### src/lg_pkg.sv
// Shared types, constants and helper functions for the toroidal Life grid.
package lg_pkg;

  localparam int MAX_ROWS   = 64;
  localparam int MAX_COLS   = 64;
  localparam int ROW_W      = 64;
  localparam int ROW_AW     = $clog2(MAX_ROWS);
  localparam int ROW_CNT_W  = $clog2(MAX_ROWS + 1);
  localparam int COL_CNT_W  = $clog2(MAX_COLS + 1);
  localparam int BIT_IDX_W  = $clog2(ROW_W);
  localparam int STEP_CNT_W = $clog2(MAX_ROWS + 4);

  localparam int CFG_W         = 7;
  localparam int CFG_IDX_W     = 1;
  localparam int CFG_DIM_RESET = 64;
  localparam int MIN_DIM       = 3;

  localparam int NB_NUM      = 8;
  localparam int NB_CNT_W    = 4;
  localparam int BIRTH_COUNT = 3;
  localparam int KEEP_COUNT  = 2;

  localparam int STEP_FIRST_CAP = 2;
  localparam int STEP_WR_START  = 4;
  localparam int STEP_WRAP_OFS  = 2;
  localparam int STEP_END_OFS   = 3;

  localparam logic [1:0] ACT_WRITE = 2'd0;
  localparam logic [1:0] ACT_STEP  = 2'd1;
  localparam logic [1:0] ACT_READ  = 2'd2;

  localparam logic [CFG_IDX_W-1:0] CFG_ROWS = 1'b0;
  localparam logic [CFG_IDX_W-1:0] CFG_COLS = 1'b1;

  typedef enum logic [1:0] {
    ST_IDLE,
    ST_STEP,
    ST_FINISH
  } state_t;

  typedef struct packed {
    logic [1:0]  action;
    logic [5:0]  row_index;
    logic [63:0] row_bits;
  } req_t;

  typedef struct packed {
    logic [63:0] row_out;
    logic        done_res;
  } rsp_t;

  typedef struct packed {
    logic [ROW_W-1:0] up;
    logic [ROW_W-1:0] mid;
    logic [ROW_W-1:0] dn;
  } row_window_t;

  function automatic logic [ROW_CNT_W-1:0] bound_rows(input logic [CFG_W-1:0] v);
    logic [ROW_CNT_W-1:0] res;
    if (int'(v) < MIN_DIM) begin
      res = ROW_CNT_W'(MIN_DIM);
    end else if (int'(v) > MAX_ROWS) begin
      res = ROW_CNT_W'(MAX_ROWS);
    end else begin
      res = ROW_CNT_W'(v);
    end
    return res;
  endfunction

  function automatic logic [COL_CNT_W-1:0] bound_cols(input logic [CFG_W-1:0] v);
    logic [COL_CNT_W-1:0] res;
    if (int'(v) < MIN_DIM) begin
      res = COL_CNT_W'(MIN_DIM);
    end else if (int'(v) > MAX_COLS) begin
      res = COL_CNT_W'(MAX_COLS);
    end else begin
      res = COL_CNT_W'(v);
    end
    return res;
  endfunction

endpackage

### src/lg_cell_lane.sv
// One cell of the B3/S23 rule: counts eight neighbours and gives the next state.
module lg_cell_lane (
  input  logic [lg_pkg::NB_NUM-1:0] nb,
  input  logic                      alive,
  output logic                      next_alive
);

  logic [lg_pkg::NB_CNT_W-1:0] cnt;

  always_comb begin
    cnt = '0;
    for (int i = 0; i < lg_pkg::NB_NUM; i++) begin
      cnt = cnt + lg_pkg::NB_CNT_W'(nb[i]);
    end
    next_alive = (cnt == lg_pkg::NB_CNT_W'(lg_pkg::BIRTH_COUNT)) ||
                 ((cnt == lg_pkg::NB_CNT_W'(lg_pkg::KEEP_COUNT)) && alive);
  end

endmodule

### src/lg_row_engine.sv
// Row engine: one lane per column with column wrap, merged under the used-column mask.
module lg_row_engine (
  input  lg_pkg::row_window_t            win,
  input  logic [lg_pkg::COL_CNT_W-1:0]   ncols,
  output logic [lg_pkg::ROW_W-1:0]       next_row
);

  logic [lg_pkg::BIT_IDX_W-1:0] last;
  logic [lg_pkg::ROW_W-1:0]     up_l, up_r, mid_l, mid_r, dn_l, dn_r;
  logic [lg_pkg::ROW_W-1:0]     col_mask;
  logic [lg_pkg::ROW_W-1:0]     lane_out;

  assign last = lg_pkg::BIT_IDX_W'(ncols - lg_pkg::COL_CNT_W'(1));

  always_comb begin
    up_l  = {win.up[lg_pkg::ROW_W-2:0], win.up[last]};
    mid_l = {win.mid[lg_pkg::ROW_W-2:0], win.mid[last]};
    dn_l  = {win.dn[lg_pkg::ROW_W-2:0], win.dn[last]};
    up_r  = {win.up[0], win.up[lg_pkg::ROW_W-1:1]};
    mid_r = {win.mid[0], win.mid[lg_pkg::ROW_W-1:1]};
    dn_r  = {win.dn[0], win.dn[lg_pkg::ROW_W-1:1]};
    up_r[last]  = win.up[0];
    mid_r[last] = win.mid[0];
    dn_r[last]  = win.dn[0];
    for (int c = 0; c < lg_pkg::ROW_W; c++) begin
      col_mask[c] = (c < int'(ncols));
    end
  end

  for (genvar c = 0; c < lg_pkg::ROW_W; c++) begin : g_lane
    lg_cell_lane u_lane (
      .nb        ({up_l[c], win.up[c], up_r[c], mid_l[c], mid_r[c],
                   dn_l[c], win.dn[c], dn_r[c]}),
      .alive     (win.mid[c]),
      .next_alive(lane_out[c])
    );
  end

  assign next_row = (lane_out & col_mask) | (win.mid & ~col_mask);

endmodule

### config.mk
export PLATFORM = sky130hd
export DESIGN_NAME = lg_row_engine
export DESIGN_NICKNAME = d
export VERILOG_FILES = /design/src/lg_pkg.sv /design/src/lg_cell_lane.sv /design/src/lg_row_engine.sv
export SDC_FILE = /design/constraint.sdc
export NUM_CORES = 1
export LEC_CHECK = 0
export ABC_CLOCK_PERIOD_IN_PS = 7200
export BUFFER_PORTS_ARGS = -buffer_cell sky130_fd_sc_hd__buf_2
export CAP_MARGIN = 20
export CORE_UTILIZATION = 60
export DETAILED_ROUTE_END_ITERATION = 8
export GPL_ROUTABILITY_DRIVEN = 0
export PLACE_DENSITY = 0.83
export SLEW_MARGIN = 20
export SYNTH_ARGS = -nofsm -noshare
export SYNTH_HDL_FRONTEND = slang
export SYNTH_SLANG_ARGS = --single-unit
### constraint.sdc
create_clock -name vclk -period 7.2
set_input_delay 0.72 -clock vclk [all_inputs]
set_output_delay 0.72 -clock vclk [all_outputs]
set_load 0.005 [all_outputs]
After elaboration in Yosys (flattened, before gate mapping)
Index checks and enable logic that the tools add are counted.
{"block": "totals", "input_bits": 199, "out_inout_bits": 64, "register_bits": 0}
{"block": "classes", "reduce_logical": 129, "add_sub_neg": 449, "bitwise": 4, "n_lt_le_gt_ge": 66, "n_eq_ne": 128, "n_mux": 11}
{"operator": "$add A4 B1 Y4", "n": 384}
{"operator": "$eq A4 B2 Y1 const B", "n": 128}
{"operator": "$lt A6 B7 Y1 const A", "n": 32}
{"operator": "$bwmux W64", "n": 3}
{"operator": "$add A1 B1 Y2", "n": 64}
{"operator": "$and A64 B64 Y64", "n": 2}
{"operator": "$lt A5 B7 Y1 const A", "n": 16}
{"operator": "$logic_and A1 B1 Y1", "n": 65}
{"operator": "$logic_or A1 B1 Y1", "n": 64}
{"operator": "$not A64 Y64", "n": 1}
{"operator": "$or A64 B64 Y64", "n": 1}
{"operator": "$lt A4 B7 Y1 const A", "n": 8}
{"operator": "$lt A3 B7 Y1 const A", "n": 4}
{"operator": "$bmux W1 S6", "n": 3}
{"operator": "$lt A1 B7 Y1 const A", "n": 2}
{"operator": "$lt A2 B7 Y1 const A", "n": 2}
{"operator": "$lt A6 B7 Y1 const B", "n": 1}
{"operator": "$demux W1 S6", "n": 1}
{"operator": "$ge A6 B1 Y1 const B", "n": 1}
{"operator": "$sub A6 B1 Y6 const B", "n": 1}
{"operator": "$mux W1", "n": 4}

Depth between registers and ports, before layout
Gate-level depths: netlist (run 1).
{"block": "logic_depth", "ltp_word": 18, "ltp_mapped": 25, "depth_no_buf": 21}

By module
Synthesis (run 1) repeated with hierarchy kept, for this count alone.
{"block": "hier_totals", "hier_cells": 2208, "hier_area_um2": 17984.7}
{"mod": "lg_cell_lane (g_lane[0].u_lane ...)", "area_each_um2": 185.2, "cells_each": 23, "seq_area_each_um2": 0.0, "instances": 41}
{"mod": "lg_row_engine", "area_each_um2": 5788.1, "cells_each": 736, "seq_area_each_um2": 0.0, "instances": 1}
{"mod": "lg_cell_lane (g_lane[15].u_lane ...)", "area_each_um2": 200.2, "cells_each": 23, "seq_area_each_um2": 0.0, "instances": 23}

Worst setup path after synthesis (run 1)
Ideal clock, no wire load.
{"block": "synth_path", "path_kind": "input to output", "start": "input ncols[0] (netlist name)", "end": "output next_row[18] (netlist name)", "arrival_ns": 5.543, "slack_ns": 0.937, "t_required_ns": 6.480, "stages": 24, "cell_sequence": "buf_4 inv_2 clkbuf_1 ha_1 buf_6 xnor2_1 buf_4 buf_4 buf_2 nand2_1 nor2_1 mux2i_1 ha_1 inv_1 fa_1 fa_1 inv_1 fa_1 inv_1 fa_1 a2111oi_0 a21oi_1 o21a_1 nor2_1"}
{"block": "synth_via", "elab_chain_cells": 18, "word_cells_on_any_way": 25, "cone_classes": "8 x add/sub; 3 x order compare; 2 x eq/ne; 5 x mux; 4 x bitwise; 3 x reduce/logical"}
{"item": "from (decl)", "line_no": "lg_row_engine.sv:4", "text": "input logic [lg_pkg::COL_CNT_W-1:0] ncols,"}
{"item": "$sub A6 B1 Y6", "line_no": "lg_row_engine.sv:13", "text": "assign last = lg_pkg::BIT_IDX_W'(ncols - lg_pkg::COL_CNT_W'(1));"}
{"item": "$lt A6 B7 Y1 (not written as such) or $ge A6 B1 Y1 (tied branches)", "line_no": "lg_row_engine.sv:22, lg_row_engine.sv:23, lg_row_engine.sv:24"}
{"item": "$logic_and A1 B1 Y1 (not written as such)", "line_no": "lg_row_engine.sv:22, lg_row_engine.sv:23, lg_row_engine.sv:24"}
{"item": "$mux W1 (not written as such)", "line_no": "lg_row_engine.sv:22, lg_row_engine.sv:23, lg_row_engine.sv:24"}
{"item": "$demux W1 S6", "line_no": "lg_row_engine.sv:22, lg_row_engine.sv:23, lg_row_engine.sv:24"}
{"item": "$bwmux W64", "line_no": "lg_row_engine.sv:24", "text": "dn_r[last] = win.dn[0];"}
{"item": "$add A1 B1 Y2", "line_no": "lg_cell_lane.sv:13", "text": "cnt = cnt + lg_pkg::NB_CNT_W'(nb[i]);"}
{"item": "$add A4 B1 Y4 (6 in a row)", "line_no": "lg_cell_lane.sv:13"}
{"item": "$eq A4 B2 Y1", "line_no": "lg_cell_lane.sv:16", "text": "((cnt == lg_pkg::NB_CNT_W'(lg_pkg::KEEP_COUNT)) && alive);"}
{"item": "$logic_and A1 B1 Y1", "line_no": "lg_cell_lane.sv:16"}
{"item": "$logic_or A1 B1 Y1", "line_no": "lg_cell_lane.sv:15", "text": "next_alive = (cnt == lg_pkg::NB_CNT_W'(lg_pkg::BIRTH_COUNT)) ||"}
{"item": "$and A64 B64 Y64", "line_no": "lg_row_engine.sv:39", "text": "assign next_row = (lane_out & col_mask) | (win.mid & ~col_mask);"}
{"item": "$or A64 B64 Y64 *", "line_no": "lg_row_engine.sv:39"}
{"item": "to (decl)", "line_no": "lg_row_engine.sv:5", "text": "output logic [lg_pkg::ROW_W-1:0] next_row"}
Mark *: on every way between the ends. The rest lies on a longest branch, timed or not.

Final worst setup path (run 1)
{"block": "layout_path", "start": "input ncols[1] (netlist name)", "end": "output next_row[49] (netlist name)"}
Same word-level chain as after synthesis.

==> results of run 1 <==
[final timing paths]
kind / startpoint / endpoint / slack (ns)
hold / removal: win[82] / next_row[18] / 1.83
setup / recovery: ncols[1] / next_row[49] / 0.41
[report_power, final]
| part | internal (mW) | switching (mW) |
|---|---|---|
| Sequential | 0 | 0 |
| Combinational | 0.926 | 1.23 |
| Clock | 0.000000130 | 0 |
| Total | 0.926 | 1.23 |
[through the flow]
step / cells / instance area, um^2
after global placement: 2643 / 18100
final: 2650 / 18100
after global routing: 2647 / 18100
after floorplan: 2081 / 16500
after CTS: 2643 / 18100
after detailed placement: 2643 / 18100
[tightest hold or removal path: stages]
cell	delay, ns
buf_2	0.14
a21oi_1	0.05
nor2_1	0.08
buf_2	0.11
[cell usage after synthesis, drive strengths merged, types with 31 or more instances]
cell type	instances
inv	547
fa	256
a21oi	196
ha	193
nand2	156
nor2	154
mux2i	147
o21ai	56
nand3	45
clkbuf	38
nand2b	36
a2111oi	31
[cell type report]
| class | count | area [um^2] | area share, % |
|---|---|---|---|
| Multi-Input combinational cell | 1467 | 14100 | 77.9 |
| Inverter | 548 | 2060 | 11.4 |
| Timing Repair Buffer | 287 | 1500 | 8.28 |
| Antenna cell | 7 | 17.5 | 0.0968 |
| Tap cell | 341 | 427 | 2.36 |
[per-layer routing]
layer  routed length, um  vias to the layer above
met5                   0                        -
met4                3540                        0
met3                6970                      296
met2               23500                     1152
met1               19000                     7800
li1                    -                     7159
[kinds of logic after synthesis]
kind of cell             share of synthesized area [%]
multiplexers                                      13.2
adder cells (fa/ha/maj)                           45.8
AND/OR/NAND/NOR                                   11.4
XOR/XNOR                                         0.274
buffers and inverters                             14.4
AO/OA/AOI/OAI                                     14.8
[cells in the final DEF, fill, tap and decap left out, types with 5 or more instances in the layout]
cell type	instances
inv_1	546
o22ai_1	5
a21oi_1	196
ha_1	192
mux4_2	29
nor2_1	153
a2111oi_0	31
mux2i_1	147
buf_2	262
a21o_1	29
o21a_1	26
buf_4	25
o211ai_1	7
a31oi_1	10
fa_1	256
and2_1	6
diode_2	7
nor3_1	13
nand2b_1	36
nor2b_1	10
nand3_1	45
o21ai_0	55
nand2_1	156
==> run metrics, run 1 <==
power density over the cells=119 nW/um^2; largest net degree at the start of global routing=52; Cells after Synth=2081; timing-limited maximum frequency=0.147 GHz; sequential-to-total area share from yosys stat=0%; I/O pin count=263; maxcap violations=0; Die X=168 um; final net count=2952; Hold Worst Slack=1.83 ns; RSZ-0062 raised after global routing=no; crit path DAT=6.07 ns; Top delay family on crit path=adder cells; Final HPWL DP=44600 um; Ys Warns=0; area delta synth->final=9.97%; Critical Path Max Stage Delay=0.78 ns; WP depth=20; CP required=6.48 ns; Die Y-Extent=168 um; Post-DRT Antenna Nets=0; Worst setup EP type=output pin; met1 Use GR=47.7%; final setup fails=0; Yosys top cell area share=31.1%; DRC viols=0; status=finished, final reports clean; wire per inst=20.0 um; FF+latch count=0; Core Footprint=27000 um^2; global-route wire length before repair=85000 um; Rel. slew slack=21.3%; Max FO, Critical Path=24; Setup WS pre-CTS=0.587 ns; crit path time final=6.79 ns; gr ovfl total=0; LEAKAGE=10.0 nW; Vias/cell=6.19; worst slew pin tran=1.17 ns; Buffers & Inverters on Critical Path=6; # clk buffers=0; port buffer count=263; starting density of the core=61.1%; total wire length=53100 um; CP max-delay cell=nor2_1; Peak supply drop=0.0751 mV; final setup margin=0.409 ns; Storage cell area=0 um^2; post-CTS setup buffer count=0; final hold viol count=0; M2 GR Usage=61.7%; Synth cell types=62; total power=2.15 mW; max-slew violations=0; initial DRC count=1826; layer with the highest usage=met2; Total GRT Usage=38.2%; Filler cells=2202; die area=28100 um^2; cell taking the most area after synthesis=fa_1; drt first pass iters=9; area of the mapped netlist=16500 um^2; Rows=60; Tcrit/Tclk final=94.3%; share of cells above drive strength 1=14.4%; Hold Path Class=in2out; Post-CTS Resized=0; initial antenna violation count=7; cell chain of the critical path=buf_2 -> inv_1 -> ha_2 -> nand2b_1 -> nor2_1 -> nand2_1 -> mux2i_1 -> ha_1 -> inv_1 -> fa_1 -> fa_1 -> inv_1 -> fa_1 -> inv_1 -> fa_1 -> a2111oi_0 -> a21oi_1 -> o21a_1 -> nor2_1 -> buf_2; hold buffer count at cts=0; DR vias=16400; synthesized area per cell=7.91 um^2; Final Util=67.2%; vias in the first global route=16900; synth top area cells=fa_1 (31%), ha_1 (15%), inv_1 (12%); Post-Syn Nets=2729; startpoint types=primary input; critical path class=in2out; setup TNS=0 ns; worst hold path cell count=4; GR Layer Usage met3=8.41%
Power figures use the tool's default switching activity.
==> run 2, diff against run 1 <==
--- a/config.mk
+++ b/config.mk
@@ -7,3 +7,3 @@
 export LEC_CHECK = 0
-export ABC_CLOCK_PERIOD_IN_PS = 7200
+export ABC_CLOCK_PERIOD_IN_PS = 8200
 export BUFFER_PORTS_ARGS = -buffer_cell sky130_fd_sc_hd__buf_2
@@ -13,3 +13,3 @@
 export GPL_ROUTABILITY_DRIVEN = 0
-export PLACE_DENSITY = 0.83
+export PLACE_DENSITY = 0.82
 export SLEW_MARGIN = 20
@@ -17,2 +17,3 @@
 export SYNTH_HDL_FRONTEND = slang
+export SYNTH_HIERARCHICAL = 1
 export SYNTH_SLANG_ARGS = --single-unit
==> constraint.sdc (replaced) <==
create_clock -name vclk -period 8.2
set_input_delay 0.82 -clock vclk [all_inputs]
set_output_delay 0.82 -clock vclk [all_outputs]
set_load 0.02 [all_outputs]
==> run metrics, run 2 <==
Rel. slew slack=25.0% (+3.8 points); critical path class=in2out; power density over the cells=119 nW/um^2 (about the same); # clk buffers=0 (unchanged); wire per inst=19.1 um (-4.5%); Critical Path Max Stage Delay=0.64 ns (-0.14 ns); timing-limited maximum frequency=0.137 GHz; die area=30700 um^2 (+9.2%); vias in the first global route=17400 (+3.0%); I/O pin count=263 (unchanged); commonest cells in the netlist=inv_1 (708), fa_1 (256), mux2_2 (252); share of cells above drive strength 1=24.6% (+10 points); drt first pass iters=6 (-3); max-slew violations=0 (unchanged); synthesized area per cell=8.15 um^2 (+3.0%); Post-Layout Cell Count=2816 (+6.3%); largest net degree at the start of global routing=47 (-9.6%); DR vias=16600 (+1.2%); area delta synth->final=9.29%; Worst setup EP type=output pin; Cells after Synth=2208 (+6.1%); starting density of the core=60.8% (-0.23 points); Peak supply drop=0.114 mV (+52%); area of the mapped netlist=18000 um^2 (+9.3%); final setup fails=0 (unchanged); initial DRC count=1415 (-23%); Filler cells=2415 (+9.7%); placed insts=2807 (+6.2%); most frequent cell after synthesis=inv_1; commonest non-fill, non-tap cell in the layout=inv_1; Core Footprint=29600 um^2 (+9.7%); synth top area cells=fa_1 (28%), mux2_2 (16%), inv_1 (15%); LEAKAGE=11.0 nW (+9.7%); port buffer count=263 (unchanged); FF+latch count=0 (unchanged); Post-CTS Resized=0 (unchanged); crit path DAT=6.50 ns (+0.43 ns); Ys Warns=6 (+6); Post-Syn Nets=2856 (+4.7%); final hold viol count=0 (unchanged); Tcrit/Tclk final=89.3%; gr ovfl total=0 (unchanged); CP required=7.38 ns (+0.90 ns); cell chain of the critical path=buf_2 -> inv_1 -> ha_2 -> buf_4 -> nand2_1 -> nor2_1 -> nand2_1 -> mux2_2 -> inv_1 -> fa_1 -> fa_1 -> fa_1 -> inv_1 -> ha_1 -> fa_1 -> o211a_1 -> a211oi_2 -> mux2_2 -> buf_2; Hold Path Class=in2out; crit path time final=7.32 ns; initial antenna violation count=9 (+2); maxcap violations=0 (unchanged); total wire length=53900 um (+1.5%); Storage cell area=0 um^2 (unchanged); setup TNS=0 ns (unchanged); final net count=3067 (+3.9%); Yosys top cell area share=28.5% (-2.6 points); Multi-input gate area=15100 um^2 (+6.7%); Vias/cell=5.90 (-4.8%); DRC viols=0 (unchanged); Post-DRT Antenna Nets=0 (unchanged); Die X=175 um (+4.5%); worst slew pin tran=1.12 ns (-0.0475 ns); status=finished, final reports clean; Synth cell types=62 (unchanged); commonest cells after routing, fill and taps aside=inv_1 (708), buf_2 (263), fa_1 (256); Total GRT Usage=35.3% (-3.0 points); RSZ-0062 raised after global routing=no; CP max-delay cell=ha_2; sequential-to-total area share from yosys stat=0% (unchanged); startpoint types=primary input; cell taking the most area after synthesis=fa_1; most frequent cell on the critical path=fa_1; hold buffer count at cts=0 (unchanged); Max FO, Critical Path=19 (-21%); Rows=63 (+5.0%); post-CTS setup buffer count=0 (unchanged); Final HPWL DP=44500 um (-0.22%); Die Y-Extent=175 um (+4.5%); global-route wire length before repair=86200 um (+1.4%)
[run 2: kinds of logic after synthesis]
logic type | share of synthesized area, %
buffers and inverters | 16.5
multiplexers | 20.3
XOR/XNOR | 0.146
AND/OR/NAND/NOR | 10.2
adder cells (fa/ha/maj) | 41.9
AO/OA/AOI/OAI | 10.9
[run 2: metal layers]
metal  up-vias  routed length [um]  GRT usage, %
li1       7383                   -             -
met1      8027               20800          45.3
met2       967               24700          58.0
met3       228                5250          4.48
met4         0                3150          18.9
met5         -                   0             0
[run 2: power by group]
| group | leakage [nW] | switching [mW] | internal, mW |
|---|---|---|---|
| clock network | 0.0000570 | 0 | 0.000000147 |
| logic | 11.0 | 1.34 | 0.997 |
| registers | 0 | 0 | 0 |
[run 2: final timing paths]
check | from | endpoint | cells after the start
setup / recovery | ncols[0] | next_row[52] | 19
hold / removal | win[76] | next_row[12] | 3
[run 2: metrics by stage]
step | instance area, um^2 | hold WS, ns | util (%) | setup WS, ns | power (mW)
2_1_floorplan | 18000 | 1.80 | - | 1.29 | 1.66
3_3_place_gp | 19600 | 2.06 | 66.4 | 1.19 | 2.14
3_5_place_dp | 19600 | 2.07 | 66.4 | 0.987 | 2.30
4_1_cts | 19600 | 2.07 | 66.4 | 0.977 | 2.32
5_1_grt | 19700 | 2.09 | 66.5 | 0.605 | 2.64
6_report | 19700 | 2.07 | 66.5 | 0.879 | 2.34
[run 2: layout make-up]
| class | instances | share of cell area [%] |
|---|---|---|
| antenna | 9 | 0.115 |
| tap | 390 | 2.48 |
| multi-input combinational | 1430 | 76.6 |
| timing repair buffer | 279 | 7.31 |
| inverter | 708 | 13.5 |
[run 2: worst max-delay path: cells and delay by family]
family	cells	cell delay, ns
mux	2	0.44
compound gates	2	0.42
fa+ha+maj	6	2.76
buf+inv	6	1.07
simple gates	3	0.96
